### src/rtl/core/dss_pkg.sv
// Shared types and constants of the damped spring stepper.
// Used by the divide-by-125 unit and by the top level; depends on nothing.
package dss_pkg;

  // Width of the dividend that the divider takes apart.
  localparam int unsigned DIV_W     = 46;
  // The dividend is handled in 16-bit digits, most significant first, one digit per cycle.
  localparam int unsigned DIG_W     = 16;
  localparam int unsigned N_DIG     = 3;
  localparam int unsigned DIG_CNT_W = $clog2(N_DIG);
  // The remainder stays below the divisor, so seven bits hold it.
  localparam int unsigned REM_W     = 7;
  localparam logic [REM_W:0] DIVISOR = 8'd125;
  // Rounded-up reciprocal of 125 scaled by 2^30. It gives the exact quotient digit for every
  // partial dividend below 125 * 2^16.
  localparam int unsigned RECIP_W   = 24;
  localparam int unsigned RECIP_SH  = 30;
  localparam logic [RECIP_W-1:0] RECIP = 24'd8589935;

  typedef struct packed {
    logic             start;
    logic [DIV_W-1:0] dividend;
  } div_req_t;

  typedef struct packed {
    logic             done;
    logic [DIV_W-1:0] quot;
  } div_rsp_t;

endpackage

### src/rtl/core/dss_div125.sv
// Divider by the constant 125, one 16-bit quotient digit per cycle by reciprocal multiplication.
// Depends on dss_pkg for its widths, constants and request/response structs.
module dss_div125
  import dss_pkg::*;
(
  input  logic     clk_i,
  input  logic     rst_ni,
  input  div_req_t req_i,
  output div_rsp_t rsp_o
);

  localparam int unsigned WORK_W = DIG_W * N_DIG;
  localparam int unsigned PART_W = REM_W + DIG_W;
  localparam int unsigned PROD_W = PART_W + RECIP_W;
  localparam logic [DIG_CNT_W-1:0] LAST = DIG_CNT_W'(N_DIG - 1);

  logic                 busy_q;
  logic                 done_q;
  logic [DIG_CNT_W-1:0] cnt_q;
  logic [WORK_W-1:0]    work_q;
  logic [REM_W-1:0]     rem_q;

  logic [PART_W-1:0] part;
  logic [PROD_W-1:0] prod;
  logic [DIG_W-1:0]  qdig;
  logic [PART_W-1:0] back;
  logic [PART_W-1:0] rem_nxt;

  // The next digit joins the running remainder; the reciprocal gives its quotient digit.
  assign part    = {rem_q, work_q[WORK_W-1 -: DIG_W]};
  assign prod    = PROD_W'(part) * PROD_W'(RECIP);
  assign qdig    = prod[RECIP_SH +: DIG_W];
  assign back    = PART_W'(qdig) * PART_W'(DIVISOR);
  assign rem_nxt = part - back;

  // The dividend shifts out at the top while quotient digits enter at the bottom.
  always_ff @(posedge clk_i or negedge rst_ni) begin
    if (!rst_ni) begin
      busy_q <= 1'b0;
      done_q <= 1'b0;
      cnt_q  <= '0;
      work_q <= '0;
      rem_q  <= '0;
    end else begin
      done_q <= 1'b0;
      if (req_i.start) begin
        busy_q <= 1'b1;
        cnt_q  <= '0;
        work_q <= WORK_W'(req_i.dividend);
        rem_q  <= '0;
      end else if (busy_q) begin
        work_q <= {work_q[WORK_W-DIG_W-1:0], qdig};
        rem_q  <= rem_nxt[REM_W-1:0];
        cnt_q  <= cnt_q + 1'b1;
        if (cnt_q == LAST) begin
          busy_q <= 1'b0;
          done_q <= 1'b1;
        end
      end
    end
  end

  assign rsp_o.done = done_q;
  assign rsp_o.quot = work_q[DIV_W-1:0];

endmodule

### src/rtl/core/damped_spring_step_core.sv
// Top level of the damped spring stepper: sequencer, shared multiplier, state and APB registers.
// Depends on dss_pkg and instantiates dss_div125.
//
//  channel | direction | handshake                   | payload
//  --------+-----------+-----------------------------+-----------------------------------------
//  in      | input     | in_valid_i / in_ready_o     | mode_i, dt_ms_i, target_i,
//          |           |                             | start_position_i, start_velocity_i
//  out     | output    | out_valid_o / out_ready_i   | position_o, resting_o
//  apb     | input     | psel, penable, pwrite       | paddr, pwdata, prdata (pready tied high)
//
// A start item, or a step item while the spring is resting, gives its result in the cycle
// after it is accepted. A moving step item runs through multiply, accumulate and round, then
// for the velocity and again for the position it forms the product, starts the divide-by-125
// unit and waits while its three digit steps run and the saturating sum is taken, and last
// it makes the rest test.
// Only one item is in flight; a new item is accepted when the sequencer is idle and the output
// register is empty or being emptied in the same cycle.
// Reset leaves position and velocity at zero, the spring resting, stiffness 200.0, damping 20.0.
module damped_spring_step_core
  import dss_pkg::*;
(
  input  logic               clk_i,
  input  logic               rst_ni,
  // Input items
  input  logic               in_valid_i,
  output logic               in_ready_o,
  input  logic               mode_i,
  input  logic [15:0]        dt_ms_i,
  input  logic signed [31:0] target_i,
  input  logic signed [31:0] start_position_i,
  input  logic signed [31:0] start_velocity_i,
  // Result items
  output logic               out_valid_o,
  input  logic               out_ready_i,
  output logic signed [31:0] position_o,
  output logic               resting_o,
  // Configuration port
  input  logic               psel,
  input  logic               penable,
  input  logic               pwrite,
  input  logic [2:0]         paddr,
  input  logic [31:0]        pwdata,
  output logic [31:0]        prdata,
  output logic               pready
);

  // Register map: stiffness at byte address 0, damping at byte address 4.
  typedef enum logic {
    REG_STIFFNESS = 1'b0,
    REG_DAMPING   = 1'b1
  } reg_e;

  typedef enum logic {
    MODE_STEP  = 1'b0,
    MODE_START = 1'b1
  } mode_e;

  typedef enum logic [3:0] {
    ST_IDLE,
    ST_KX,
    ST_CV,
    ST_ACC,
    ST_RND,
    ST_MDV,
    ST_DV_GO,
    ST_DV_WAIT,
    ST_MDX,
    ST_DX_GO,
    ST_DX_WAIT,
    ST_OUT
  } state_e;

  localparam logic [15:0]        STIFF_RESET   = 16'd51200;
  localparam logic [15:0]        DAMP_RESET    = 16'd5120;
  // A zero time step stands for 16 ms, which is 4096 in Q8.8.
  localparam logic [15:0]        DT_DEFAULT    = 16'd4096;
  // Half of 256000, the Q8.8 milliseconds in one second, for round-half-away.
  localparam logic [58:0]        SCALE_HALF    = 59'd128000;
  localparam logic [50:0]        ACC_HALF      = 51'd128;
  localparam logic signed [32:0] REST_POS_LIM  = 33'sd32768;
  localparam logic signed [31:0] REST_VEL_LIM  = 32'sd327680;
  localparam logic [31:0]        SAT_MAX       = 32'h7FFF_FFFF;
  localparam logic [31:0]        SAT_MIN       = 32'h8000_0000;

  // Architectural state and configuration.
  state_e             state_q;
  logic [15:0]        k_q;
  logic [15:0]        c_q;
  logic signed [31:0] pos_q;
  logic signed [31:0] vel_q;
  logic               rest_q;

  // Working registers of one step.
  logic [15:0]        dt_q;
  logic signed [31:0] target_q;
  logic [57:0]        prod_q;
  logic               psign_q;
  logic               qsign_q;
  logic signed [49:0] acc_q;
  logic [41:0]        amag_q;
  logic               asign_q;

  // Output register.
  logic               out_valid_q;
  logic signed [31:0] out_pos_q;
  logic               out_rest_q;

  // Combinational datapath.
  logic signed [32:0] diff;
  logic [32:0]        diff_mag;
  logic [31:0]        vel_mag;
  logic [15:0]        mul_a;
  logic [41:0]        mul_b;
  logic               mul_neg;
  logic [57:0]        mul_p;
  logic signed [49:0] term;
  logic signed [49:0] contrib;
  logic [49:0]        acc_mag;
  logic [50:0]        rnd_sum;
  logic [58:0]        scale_sum;
  logic [39:0]        quot_s;
  logic signed [31:0] add_base;
  logic signed [40:0] add_sum;
  logic signed [31:0] sat_out;
  logic               near_rest;
  logic               out_free;
  logic               cfg_wr;
  reg_e               cfg_idx;

  div_req_t div_req;
  div_rsp_t div_rsp;

  function automatic logic [31:0] sat32(input logic signed [40:0] v);
    logic [31:0] r;
    if (v[40:31] == {10{v[40]}}) begin
      r = v[31:0];
    end else begin
      r = v[40] ? SAT_MIN : SAT_MAX;
    end
    return r;
  endfunction

  // Position error at full width, used for the spring force and for the rest test.
  assign diff     = {pos_q[31], pos_q} - {target_q[31], target_q};
  assign diff_mag = diff[32] ? (~diff + 33'd1) : diff;
  assign vel_mag  = vel_q[31] ? (~vel_q + 32'd1) : vel_q;

  // The one multiplier works on magnitudes; the sign travels beside the product.
  always_comb begin
    unique case (state_q)
      ST_KX: begin
        mul_a   = k_q;
        mul_b   = 42'(diff_mag);
        mul_neg = diff[32];
      end
      ST_CV: begin
        mul_a   = c_q;
        mul_b   = 42'(vel_mag);
        mul_neg = vel_q[31];
      end
      ST_MDX: begin
        mul_a   = dt_q;
        mul_b   = 42'(vel_mag);
        mul_neg = vel_q[31];
      end
      default: begin
        mul_a   = dt_q;
        mul_b   = amag_q;
        mul_neg = asign_q;
      end
    endcase
  end

  assign mul_p = 58'(mul_a) * 58'(mul_b);

  // The force is the negated product, so a negative operand adds its magnitude.
  assign term    = {1'b0, prod_q[48:0]};
  assign contrib = psign_q ? term : -term;

  // Acceleration in Q16.16: the 24-fraction-bit force rounded half away from zero.
  assign acc_mag = acc_q[49] ? (~acc_q + 50'd1) : acc_q;
  assign rnd_sum = {1'b0, acc_mag} + ACC_HALF;

  // Dividing by 256000 is a rounding shift by eleven bits and then a division by 125.
  assign scale_sum = {1'b0, prod_q} + SCALE_HALF;

  assign div_req.start    = (state_q == ST_DV_GO) || (state_q == ST_DX_GO);
  assign div_req.dividend = scale_sum[56:11];

  dss_div125 u_div (
    .clk_i  (clk_i),
    .rst_ni (rst_ni),
    .req_i  (div_req),
    .rsp_o  (div_rsp)
  );

  // The quotient never reaches 2^39 for velocity changes and stays below 2^30 for position
  // changes, so the low 39 bits carry it.
  assign quot_s = qsign_q ? (~{1'b0, div_rsp.quot[38:0]} + 40'd1) : {1'b0, div_rsp.quot[38:0]};

  // One saturating adder serves the velocity update and then the position update.
  assign add_base = (state_q == ST_DV_WAIT) ? vel_q : pos_q;
  assign add_sum  = {{9{add_base[31]}}, add_base} + {quot_s[39], quot_s};
  assign sat_out  = sat32(add_sum);

  assign near_rest = (diff > -REST_POS_LIM) && (diff < REST_POS_LIM) &&
                     (vel_q > -REST_VEL_LIM) && (vel_q < REST_VEL_LIM);

  assign out_free   = !out_valid_q || out_ready_i;
  assign in_ready_o = (state_q == ST_IDLE) && out_free;

  assign cfg_wr  = psel && penable && pwrite;
  assign cfg_idx = reg_e'(paddr[2]);

  always_ff @(posedge clk_i or negedge rst_ni) begin
    if (!rst_ni) begin
      state_q     <= ST_IDLE;
      k_q         <= STIFF_RESET;
      c_q         <= DAMP_RESET;
      pos_q       <= '0;
      vel_q       <= '0;
      rest_q      <= 1'b1;
      dt_q        <= '0;
      target_q    <= '0;
      prod_q      <= '0;
      psign_q     <= 1'b0;
      qsign_q     <= 1'b0;
      acc_q       <= '0;
      amag_q      <= '0;
      asign_q     <= 1'b0;
      out_valid_q <= 1'b0;
      out_pos_q   <= '0;
      out_rest_q  <= 1'b1;
    end else begin
      if (cfg_wr) begin
        unique case (cfg_idx)
          REG_STIFFNESS: k_q <= pwdata[15:0];
          REG_DAMPING:   c_q <= pwdata[15:0];
          default:       k_q <= k_q;
        endcase
      end

      prod_q  <= mul_p;
      psign_q <= mul_neg;

      if (out_valid_q && out_ready_i) begin
        out_valid_q <= 1'b0;
      end

      unique case (state_q)
        ST_IDLE: begin
          if (in_valid_i && in_ready_o) begin
            if (mode_i == MODE_START) begin
              pos_q       <= start_position_i;
              vel_q       <= start_velocity_i;
              rest_q      <= 1'b0;
              out_valid_q <= 1'b1;
              out_pos_q   <= start_position_i;
              out_rest_q  <= 1'b0;
            end else if (rest_q) begin
              out_valid_q <= 1'b1;
              out_pos_q   <= pos_q;
              out_rest_q  <= 1'b1;
            end else begin
              dt_q     <= (dt_ms_i == 16'd0) ? DT_DEFAULT : dt_ms_i;
              target_q <= target_i;
              state_q  <= ST_KX;
            end
          end
        end
        ST_KX: begin
          state_q <= ST_CV;
        end
        ST_CV: begin
          acc_q   <= contrib;
          state_q <= ST_ACC;
        end
        ST_ACC: begin
          acc_q   <= acc_q + contrib;
          state_q <= ST_RND;
        end
        ST_RND: begin
          amag_q  <= rnd_sum[49:8];
          asign_q <= acc_q[49];
          state_q <= ST_MDV;
        end
        ST_MDV: begin
          state_q <= ST_DV_GO;
        end
        ST_DV_GO: begin
          qsign_q <= psign_q;
          state_q <= ST_DV_WAIT;
        end
        ST_DV_WAIT: begin
          if (div_rsp.done) begin
            vel_q   <= sat_out;
            state_q <= ST_MDX;
          end
        end
        ST_MDX: begin
          state_q <= ST_DX_GO;
        end
        ST_DX_GO: begin
          qsign_q <= psign_q;
          state_q <= ST_DX_WAIT;
        end
        ST_DX_WAIT: begin
          if (div_rsp.done) begin
            pos_q   <= sat_out;
            state_q <= ST_OUT;
          end
        end
        ST_OUT: begin
          if (out_free) begin
            out_valid_q <= 1'b1;
            if (near_rest) begin
              pos_q      <= target_q;
              vel_q      <= '0;
              rest_q     <= 1'b1;
              out_pos_q  <= target_q;
              out_rest_q <= 1'b1;
            end else begin
              out_pos_q  <= pos_q;
              out_rest_q <= 1'b0;
            end
            state_q <= ST_IDLE;
          end
        end
        default: begin
          state_q <= ST_IDLE;
        end
      endcase
    end
  end

  assign out_valid_o = out_valid_q;
  assign position_o  = out_pos_q;
  assign resting_o   = out_rest_q;

  always_comb begin
    unique case (reg_e'(paddr[2]))
      REG_STIFFNESS: prdata = {16'd0, k_q};
      REG_DAMPING:   prdata = {16'd0, c_q};
      default:       prdata = '0;
    endcase
  end

  assign pready = 1'b1;

  // A resting spring always holds zero velocity.
  a_rest_still : assert property (@(posedge clk_i) disable iff (!rst_ni)
    rest_q |-> (vel_q == '0))
    else $error("resting flag set with non-zero velocity");

  // The divider only finishes while the sequencer waits for it.
  a_div_done_wait : assert property (@(posedge clk_i) disable iff (!rst_ni)
    div_rsp.done |-> ((state_q == ST_DV_WAIT) || (state_q == ST_DX_WAIT)))
    else $error("divider finished outside a wait state");

  // A start item is answered in the next cycle with its own position and not resting.
  a_start_result : assert property (@(posedge clk_i) disable iff (!rst_ni)
    (in_valid_i && in_ready_o && (mode_i == MODE_START)) |=>
      (out_valid_o && !resting_o && (position_o == $past(start_position_i))))
    else $error("start item did not give its result in the next cycle");

endmodule
### config.mk
export PLATFORM = sky130hd
export DESIGN_NAME = damped_spring_step_core
export DESIGN_NICKNAME = d
export VERILOG_FILES = /design/src/rtl/core/dss_pkg.sv /design/src/rtl/core/dss_div125.sv /design/src/rtl/core/damped_spring_step_core.sv
export SDC_FILE = /design/constraint.sdc
export NUM_CORES = 2
export LEC_CHECK = 0
export ABC_AREA = 0
export BUFFER_PORTS_ARGS = -buffer_cell sky130_fd_sc_hd__buf_2
export CAP_MARGIN = 40
export CORE_AREA = 3 3 500 502
export DETAILED_ROUTE_END_ITERATION = 12
export DIE_AREA = 0 0 503 505
export SLEW_MARGIN = 20
export SYNTH_ARGS = -nofsm -noshare
export SYNTH_HDL_FRONTEND = slang
export SYNTH_HIERARCHICAL = 1
export SYNTH_SLANG_ARGS = --single-unit
### constraint.sdc
create_clock -name clk_i -period 22.1 [get_ports clk_i]
set_input_delay 2.21 -clock clk_i [delete_from_list [all_inputs] [get_ports clk_i]]
set_output_delay 2.21 -clock clk_i [all_outputs]
set_load 0.05 [all_outputs]
==> metrics.yaml <==
timing:
  slew_headroom_pct: 36.90
  period_minus_slack_ns: 12.27
  rsz0062_at_grt: "no"
  period_share_pct: 55.53
  max_freq_mhz: 81.48
  tns_ns: 0
  skew_ns: 0.04196
  finalSetupViolCount: 0
  drv_slew: 0
  tightest_slew_ns: 0.9398
  timing.final.ws_setup_ns: 9.827
  hold_violations: 0
clocking:
  clk_latency_ns: 0.67
  clockBufferDepth: 3
  tritoncts: "yes"
  htree_num_levels: 2
  cts_buffers: 49
  postCtsSetupBuffers: 0
  numClockSinks: 394
  clk_pin_slew_worst_paths_ns: 0.06
  cts-resized-gates: 0
  hold_buffers: 0
  root_buffer: "clkbuf_16"
final_layout:
  final_cells: 10410
  area_growth_pct: 10.24
  drive_gt1_share_pct: 8.491
  final_common_cell: "inv_1"
  nNetsFinal: 8530
  utilization_pct: 27.51
  most-common-layout-cells: "inv_1, nand2_1, fa_1, ha_1, o21ai_0"
floorplanning:
  die_area_mm2: 0.2540
  pin_count: 223
  core-area_mm2: 0.2457
  chipWidth_um: 503
  rows: 182
  start_util_pct: 24.96
  die_h_um: 505
synthesis:
  ys_warn_count: 6
  syn_area_mm2: 0.06132
  synthCells: 7177
  synth_area_per_cell_um2: 8.544
routing:
  vias_per_cell: 5.121
  vias: 53300
  post-route-drc-count: 0
  drt_pre_antenna_iters: 7
  ant_nets: 0
  drt_iter0_drc: 4979
  wirelength_um: 213900
  wl_per_cell_um: 20.55
placement:
  place_ws_ns: 9.978
  hpwl_um: 168300
  dp_cells: 10310
  place_congestion: 0.9911
  place.port_buffers: 187
job:
  drv_cap: 0
grt:
  track_usage_pct: 16.46
  grt_max_degree: 137
  grt_pass1_wl_um: 326300
  grt_pass1_vias: 53870
  grt_antenna_before_repair: 5
  grt_overflow: 0
status:
  status: "complete, no violations"
worst_setup_path:
  critPathRequiredTime_ns: 22.67
  cpMaxStageDelayCell: "a2111oi_1"
  ff2ff_setup_slack_ns: 9.83
  start_kind: "flip-flop"
  crit_path_max_incr_delay_ns: 0.77
  arrival_ns: 12.84
  path_class: "reg2reg"
  cpMostUsedCell: "fa_1"
  endpoint_kind: "flip-flop"
  cp_max_fo: 10
min_path:
  holdCritPathClass: "reg2reg"
==> metrics by stage <==
step	hold slack, ns	cell area (um^2)
after floorplan	0.4460	61380
after global placement	0.4643	65440
after detailed placement	0.4756	65800
after CTS	0.4905	67520
after global routing	0.5103	67590
final	0.4841	67600
==> worst paths after layout <==
| path | start | end | depth (start not counted) |
|---|---|---|---|
| max in group asynchronous | rst_ni | c_q[10] | 3 |
| hold / removal | asign_q | asign_q | 2 |
| setup reg to reg | target_q[0] | prod_q[56] | 38 |
| hold reg to reg | asign_q | asign_q | 2 |
| min in group asynchronous | rst_ni | u_div/work_q[46] | 1 |
| setup / recovery | target_q[0] | prod_q[56] | 38 |
==> registers in the layout, summed over array words and instances, names as in the netlist, 2 cells and up <==
register	cells
target_q	32
pos_q	32
c_q	16
u_div/rem_q	7
acc_q	50
vel_q	32
state_q	4
u_div/work_q	48
prod_q	57
k_q	16
u_div/cnt_q	2
amag_q	42
position_o	32
dt_q	16
==> cell type report <==
cell class                 instances  area (um^2)
tap                             3220         4029
timing repair buffer             301         2051
clock inverter                    17        279.0
fill                           26030       178100
clock buffer                      75         1444
multi-input combinational       5388        46130
antenna                            4        10.01
sequential                       394         9871
inverter                        1009         3787
==> critical path: cells and delay by family, from the launching register on <==
family / cells / cell delay, ns
AOI/OAI and AO/OA: 14 / 5.55
adders and majority gates: 9 / 3.98
and+or+nand+nor: 7 / 1.19
DFF: 1 / 0.57
buffers and inverters: 6 / 0.48
xor gates and xnor gates: 2 / 0.41
==> routing by layer <==
layer  vias to the layer above  part of all wire [%]  global-route usage [%]
met1                     26900                    41                   21.29
met3                       479                   7.3                   2.592
met4                         8                   5.5                   7.709
met2                      2118                    46                   26.80
met5                         -                 0.025                       0
li1                      23790                     -                       -
Power is not shown: default switching activity piles up to over one toggle a cycle in this logic, so the estimate is an artifact.
